===== src/sv/fpa_pkg.sv =====
// Shared types and constants for the Q24.8 fixed-point arithmetic pipeline.
// Used by fpa_front, fpa_div and fixed_point_alu_q24_8; depends on nothing.

package fpa_pkg;

    // Number format
    localparam int DATA_W    = 32;
    localparam int FRAC_BITS = 8;
    localparam int PROD_W    = 2 * DATA_W;

    // Divider: dividend magnitude shifted up by the fraction, quotient bits per stage
    localparam int DIV_W      = DATA_W + FRAC_BITS;
    localparam int DIV_STEPS  = 2;
    localparam int DIV_STAGES = (DIV_W + DIV_STEPS - 1) / DIV_STEPS;

    // Input register, front stage, divider stages
    localparam int NUM_PIPE = 2 + DIV_STAGES;

    // Stream widths
    localparam int OP_W      = 4;
    localparam int S_TDATA_W = 2 * DATA_W;
    localparam int M_TUSER_W = 2;

    typedef enum logic [OP_W-1:0] {
        OP_ADD      = 4'd0,
        OP_SUB      = 4'd1,
        OP_MUL      = 4'd2,
        OP_DIV      = 4'd3,
        OP_GT       = 4'd4,
        OP_LT       = 4'd5,
        OP_GE       = 4'd6,
        OP_LE       = 4'd7,
        OP_EQ       = 4'd8,
        OP_NE       = 4'd9,
        OP_MIN      = 4'd10,
        OP_MAX      = 4'd11,
        OP_INC      = 4'd12,
        OP_DEC      = 4'd13,
        OP_TO_INT   = 4'd14,
        OP_FROM_INT = 4'd15
    } op_t;

    // Everything that rides beside the divider
    typedef struct packed {
        logic              is_div;
        logic              neg;
        logic              dz;
        logic              cmp;
        logic [DATA_W-1:0] res;
    } side_t;

    // One finished result transaction
    typedef struct packed {
        logic              dz;
        logic              cmp;
        logic [DATA_W-1:0] res;
    } result_t;

endpackage


===== src/sv/fpa_front.sv =====
// Front stage: decodes the operation, does all non-divide work and the multiply,
// and prepares divider magnitudes. Depends on fpa_pkg.

module fpa_front (
    input  logic                              clk,
    input  logic                              en,
    input  fpa_pkg::op_t                      op,
    input  logic signed [fpa_pkg::DATA_W-1:0] a,
    input  logic signed [fpa_pkg::DATA_W-1:0] b,
    output fpa_pkg::side_t                    side,
    output logic [fpa_pkg::DIV_W-1:0]         dividend,
    output logic [fpa_pkg::DATA_W-1:0]        divisor
);

    logic signed [fpa_pkg::PROD_W-1:0] prod;
    logic                              lt;
    logic                              gt;
    logic                              eq;
    logic [fpa_pkg::DATA_W-1:0]        mag_a;
    logic [fpa_pkg::DATA_W-1:0]        mag_b;
    fpa_pkg::side_t                    side_next;
    fpa_pkg::side_t                    side_reg;
    logic [fpa_pkg::DIV_W-1:0]         dividend_reg;
    logic [fpa_pkg::DATA_W-1:0]        divisor_reg;

    // Signed compares and the full product
    assign prod  = a * b;
    assign lt    = a < b;
    assign gt    = a > b;
    assign eq    = a == b;

    // Magnitudes for the unsigned divider; the most negative value maps to 2^31
    assign mag_a = a[fpa_pkg::DATA_W-1] ? (~a + 1'b1) : a;
    assign mag_b = b[fpa_pkg::DATA_W-1] ? (~b + 1'b1) : b;

    // Decode the operation
    always_comb
    begin
        side_next        = '0;
        side_next.neg    = a[fpa_pkg::DATA_W-1] ^ b[fpa_pkg::DATA_W-1];
        unique case (op)
            fpa_pkg::OP_ADD:      side_next.res = a + b;
            fpa_pkg::OP_SUB:      side_next.res = a - b;
            fpa_pkg::OP_MUL:
                side_next.res = prod[fpa_pkg::FRAC_BITS+fpa_pkg::DATA_W-1:fpa_pkg::FRAC_BITS];
            fpa_pkg::OP_DIV:
            begin
                side_next.is_div = 1'b1;
                side_next.dz     = (b == '0);
            end
            fpa_pkg::OP_GT:       side_next.cmp = gt;
            fpa_pkg::OP_LT:       side_next.cmp = lt;
            fpa_pkg::OP_GE:       side_next.cmp = !lt;
            fpa_pkg::OP_LE:       side_next.cmp = !gt;
            fpa_pkg::OP_EQ:       side_next.cmp = eq;
            fpa_pkg::OP_NE:       side_next.cmp = !eq;
            fpa_pkg::OP_MIN:      side_next.res = lt ? a : b;
            fpa_pkg::OP_MAX:      side_next.res = gt ? a : b;
            fpa_pkg::OP_INC:      side_next.res = a + fpa_pkg::DATA_W'(1);
            fpa_pkg::OP_DEC:      side_next.res = a - fpa_pkg::DATA_W'(1);
            fpa_pkg::OP_TO_INT:   side_next.res = a >>> fpa_pkg::FRAC_BITS;
            fpa_pkg::OP_FROM_INT: side_next.res = a << fpa_pkg::FRAC_BITS;
            default:              side_next.res = '0;
        endcase
    end

    // Hold the stage while the pipeline is stalled
    always_ff @(posedge clk)
    begin
        if (en)
        begin
            side_reg     <= side_next;
            dividend_reg <= {mag_a, {fpa_pkg::FRAC_BITS{1'b0}}};
            divisor_reg  <= mag_b;
        end
    end

    assign side     = side_reg;
    assign dividend = dividend_reg;
    assign divisor  = divisor_reg;

endmodule


===== config.mk =====
export PLATFORM = sky130hd
export DESIGN_NAME = fpa_front
export DESIGN_NICKNAME = d
export VERILOG_FILES = /design/src/sv/fpa_pkg.sv /design/src/sv/fpa_front.sv
export SDC_FILE = /design/constraint.sdc
export NUM_CORES = 2
export LEC_CHECK = 0
export ABC_AREA = 0
export BUFFER_PORTS_ARGS = -buffer_cell sky130_fd_sc_hd__buf_4
export CAP_MARGIN = 20
export CORE_UTILIZATION = 55
export CTS_BUF_LIST = sky130_fd_sc_hd__clkbuf_4
export CTS_CLUSTER_SIZE = 8
export DETAILED_ROUTE_END_ITERATION = 6
export GPL_TIMING_DRIVEN = 0
export HOLD_SLACK_MARGIN = 0.03
export MAX_ROUTING_LAYER = met4
export PLACE_DENSITY = 0.77
export SETUP_SLACK_MARGIN = 0.02
export SYNTH_ARGS = -nofsm -noshare
export SYNTH_HDL_FRONTEND = slang
export SYNTH_SLANG_ARGS = --single-unit

===== constraint.sdc =====
create_clock -name clk -period 14.4 [get_ports clk]
set_input_delay 4.32 -clock clk [delete_from_list [all_inputs] [get_ports clk]]
set_output_delay 4.32 -clock clk [all_outputs]
set_load 0.02 [all_outputs]

==> results.json <==
{
  "outcome": "finished, violations left",
  "violations": "design-rule violations",
  "syn_to_final_growth_pct": 7.687,
  "num_rows": 89,
  "dp.cells": 4523,
  "cts_hold_buffers": 0,
  "drv_slew": 0,
  "cp-end-kind": "flip-flop",
  "tightest_slew_ns": 1.327,
  "cts_htree_levels": 3,
  "syn_avg_cell_area_um2": 9.151,
  "min_period_ns": 14.28,
  "final_cells": 4553,
  "pin_count": 178,
  "final_common_cell": "inv_1",
  "wl_um": 133700,
  "cts_tree": "yes",
  "initial_core_util": 0.5554,
  "final_layout_size_suffix_gt1_frac": 0.06553,
  "multi_input_area_um2": 26230,
  "max_slew_margin": 0.1155,
  "critical_path_class": "in2reg",
  "die_w_um": 245.9,
  "coreArea_um2": 58910,
  "final_nets": 4717,
  "synthDistinctLibCells": 90,
  "cp_data_required_time_ns": 14.73,
  "grtUsageTotal": 0.4638,
  "ys_ff_latch": 100,
  "ys.flop_type": "edfxtp_1",
  "hold_path_depth": 1,
  "via_per_inst": 6.163,
  "cts_buffer_depth": 2,
  "die_y_um": 245.9,
  "hold_viol": 0,
  "synth_seq_area_share": 0.09179,
  "synth_async_sr_flop_share": 0,
  "cts_resized": 0,
  "wire_per_inst_um": 29.36,
  "worstPathArrival_ns": 14.61,
  "seq_area_um2": 3003,
  "rsz0062_at_grt": "false",
  "synthCells": 3575,
  "synthTopCellsByArea": "fa_1 39%, edfxtp_1 9.2%, ha_1 9.1%",
  "cts_setup_buffers": 0,
  "fillers": 5235,
  "worstSetupEndpoint": "side[29]$_DFFE_PP_",
  "route.antenna.remaining_nets": 0,
  "mostFrequentLayoutCells": "692 x inv_1, 644 x fa_1, 404 x and2_1, 361 x nand2_1, 239 x ha_1",
  "grt_pass1_vias": 28350,
  "fin_crit_sh": 0.9920,
  "largest_register_ffs": 36,
  "netlist_area_um2": 32720,
  "die_area_um2": 60460,
  "synth_top_area_share": 0.3941,
  "clkTransAtPathRegs_ns": 0.22,
  "hold_path_class": "in2reg",
  "finalSetupViolCount": 0,
  "cp_max_fo": 10,
  "grt_max_degree": 57,
  "clock.fmax_ghz": 0.07000,
  "firstDrtPassIters": 7,
  "yosysWarnings": 0,
  "routabilityCongestion": 1.123,
  "vias": 28060,
  "grt_pass1_wl_um": 191100,
  "dr.first_iter.drc_count": 3064,
  "root_buffer": "clkbuf_4",
  "clkSinkCount": 100,
  "route.detailed.drc": 21,
  "cp-startpoint": "b[8]",
  "synth_edf_count": 100,
  "cp-start-kind": "input port",
  "hpwlAfterDp_um": 110200,
  "drv_cap": 0,
  "portBuffers": 163,
  "cts_inserted_buffers": 9,
  "antenna_found_initial": 9,
  "grt_overflow_total": 0,
  "synth.largest_area_cell": "fa_1"
}
[routing by layer]
layer  wire [µm]  vias to the layer above  track usage
met5           0                        -            -
met4       10550                        0       0.2899
met3       16750                      562       0.1421
met2       58710                     1970       0.6867
met1       47640                    14100       0.5513
li1            -                    11430            -
[metrics by stage]
step | cell area [µm²] | hold WS, ns | util | worst slack (ns) | setup TNS [ns]
after floorplan | 32740 | 4.419 | - | 2.628 | 0
after CTS | 35160 | 3.951 | 0.5969 | 0.6237 | 0
after global placement | 34930 | 4.553 | 0.5930 | 0.009029 | 0
final | 35230 | 3.955 | 0.5981 | 0.1153 | 0
after detailed placement | 35010 | 4.548 | 0.5943 | -0.01120 | -0.01120
after global routing | 35220 | 3.946 | 0.5978 | 0.08042 | 0
[worst min path at each step]
stage / from / end / slack [ns]
CTS: a[0] / dividend[8]$_DFFE_PP_ / 3.95
detailed placement: a[0] / dividend[8]$_DFFE_PP_ / 4.55
floorplan: a[0] / dividend[8]$_DFFE_PP_ / 4.42
global placement: a[0] / dividend[8]$_DFFE_PP_ / 4.55
finish: a[0] / dividend[8]$_DFFE_PP_ / 3.96
global route: a[0] / dividend[8]$_DFFE_PP_ / 3.95
[cells in the mapped netlist (10+ instances only)]
cell type / count
inv_1: 692
edfxtp_1: 100
buf_1: 19
o221ai_1: 14
nand2_1: 361
nand2b_1: 31
a221oi_1: 12
a21oi_1: 103
and2_1: 404
o21a_1: 13
nand4_1: 17
nor2b_1: 14
xnor2_1: 168
o31ai_1: 14
a211oi_1: 11
clkbuf_1: 191
mux2i_1: 10
a221o_1: 21
nor3_1: 20
nor2_1: 99
xor2_1: 43
nand3_1: 22
o21ai_0: 57
or3_1: 12
a21o_1: 43
o211ai_1: 14
ha_1: 239
fa_1: 644
a222oi_1: 20
a31oi_1: 11
[cell type report]
type                            count  area share
Sequential cell                   100     0.08524
Multi-Input combinational cell   2560      0.7444
Buffer                            227     0.02578
Timing Repair Buffer              171     0.03789
Inverter                          695     0.07405
Tap cell                          773     0.02745
Antenna cell                       11   0.0007813
Clock inverter                      7    0.002451
Clock buffer                        9    0.001918
[critical path, stage by stage]
cell and delay [ns]:
buf_4 0.10, clkbuf_1 0.57, clkbuf_1 0.89, clkbuf_1 0.79
nand2_1 0.18, fa_1 0.54, fa_1 0.53, fa_1 0.52
fa_1 0.51, inv_1 0.05, fa_1 0.58, fa_1 0.44
fa_1 0.51, fa_1 0.45, ha_1 0.43, nand4_1 0.17
o221ai_1 0.47, o22a_1 0.28, a211oi_1 0.15, or4_4 0.63
a31oi_2 0.40, a31o_2 0.26, nor4b_1 0.05, a21oi_1 0.54
o211ai_1 0.22
[kinds of logic (layout without fill, tap and decap cells)]
group / after synthesis / after routing / synth area share
and+or+nand+nor: 1041 / 1041 / 0.1677
buffers and inverters: 922 / 1109 / 0.1075
adders and majority gates: 883 / 883 / 0.4855
AOI/OAI and AO/OA: 403 / 403 / 0.08598
xor gates and xnor gates: 213 / 213 / 0.05767
DFF: 100 / 100 / 0.09179
muxes: 12 / 12 / 0.003748
other: 1 / 19 / 0.0001146
Power is left out: the tool's default activity adds up to more than one toggle a clock period on the data nets, which glitch-free logic cannot reach.
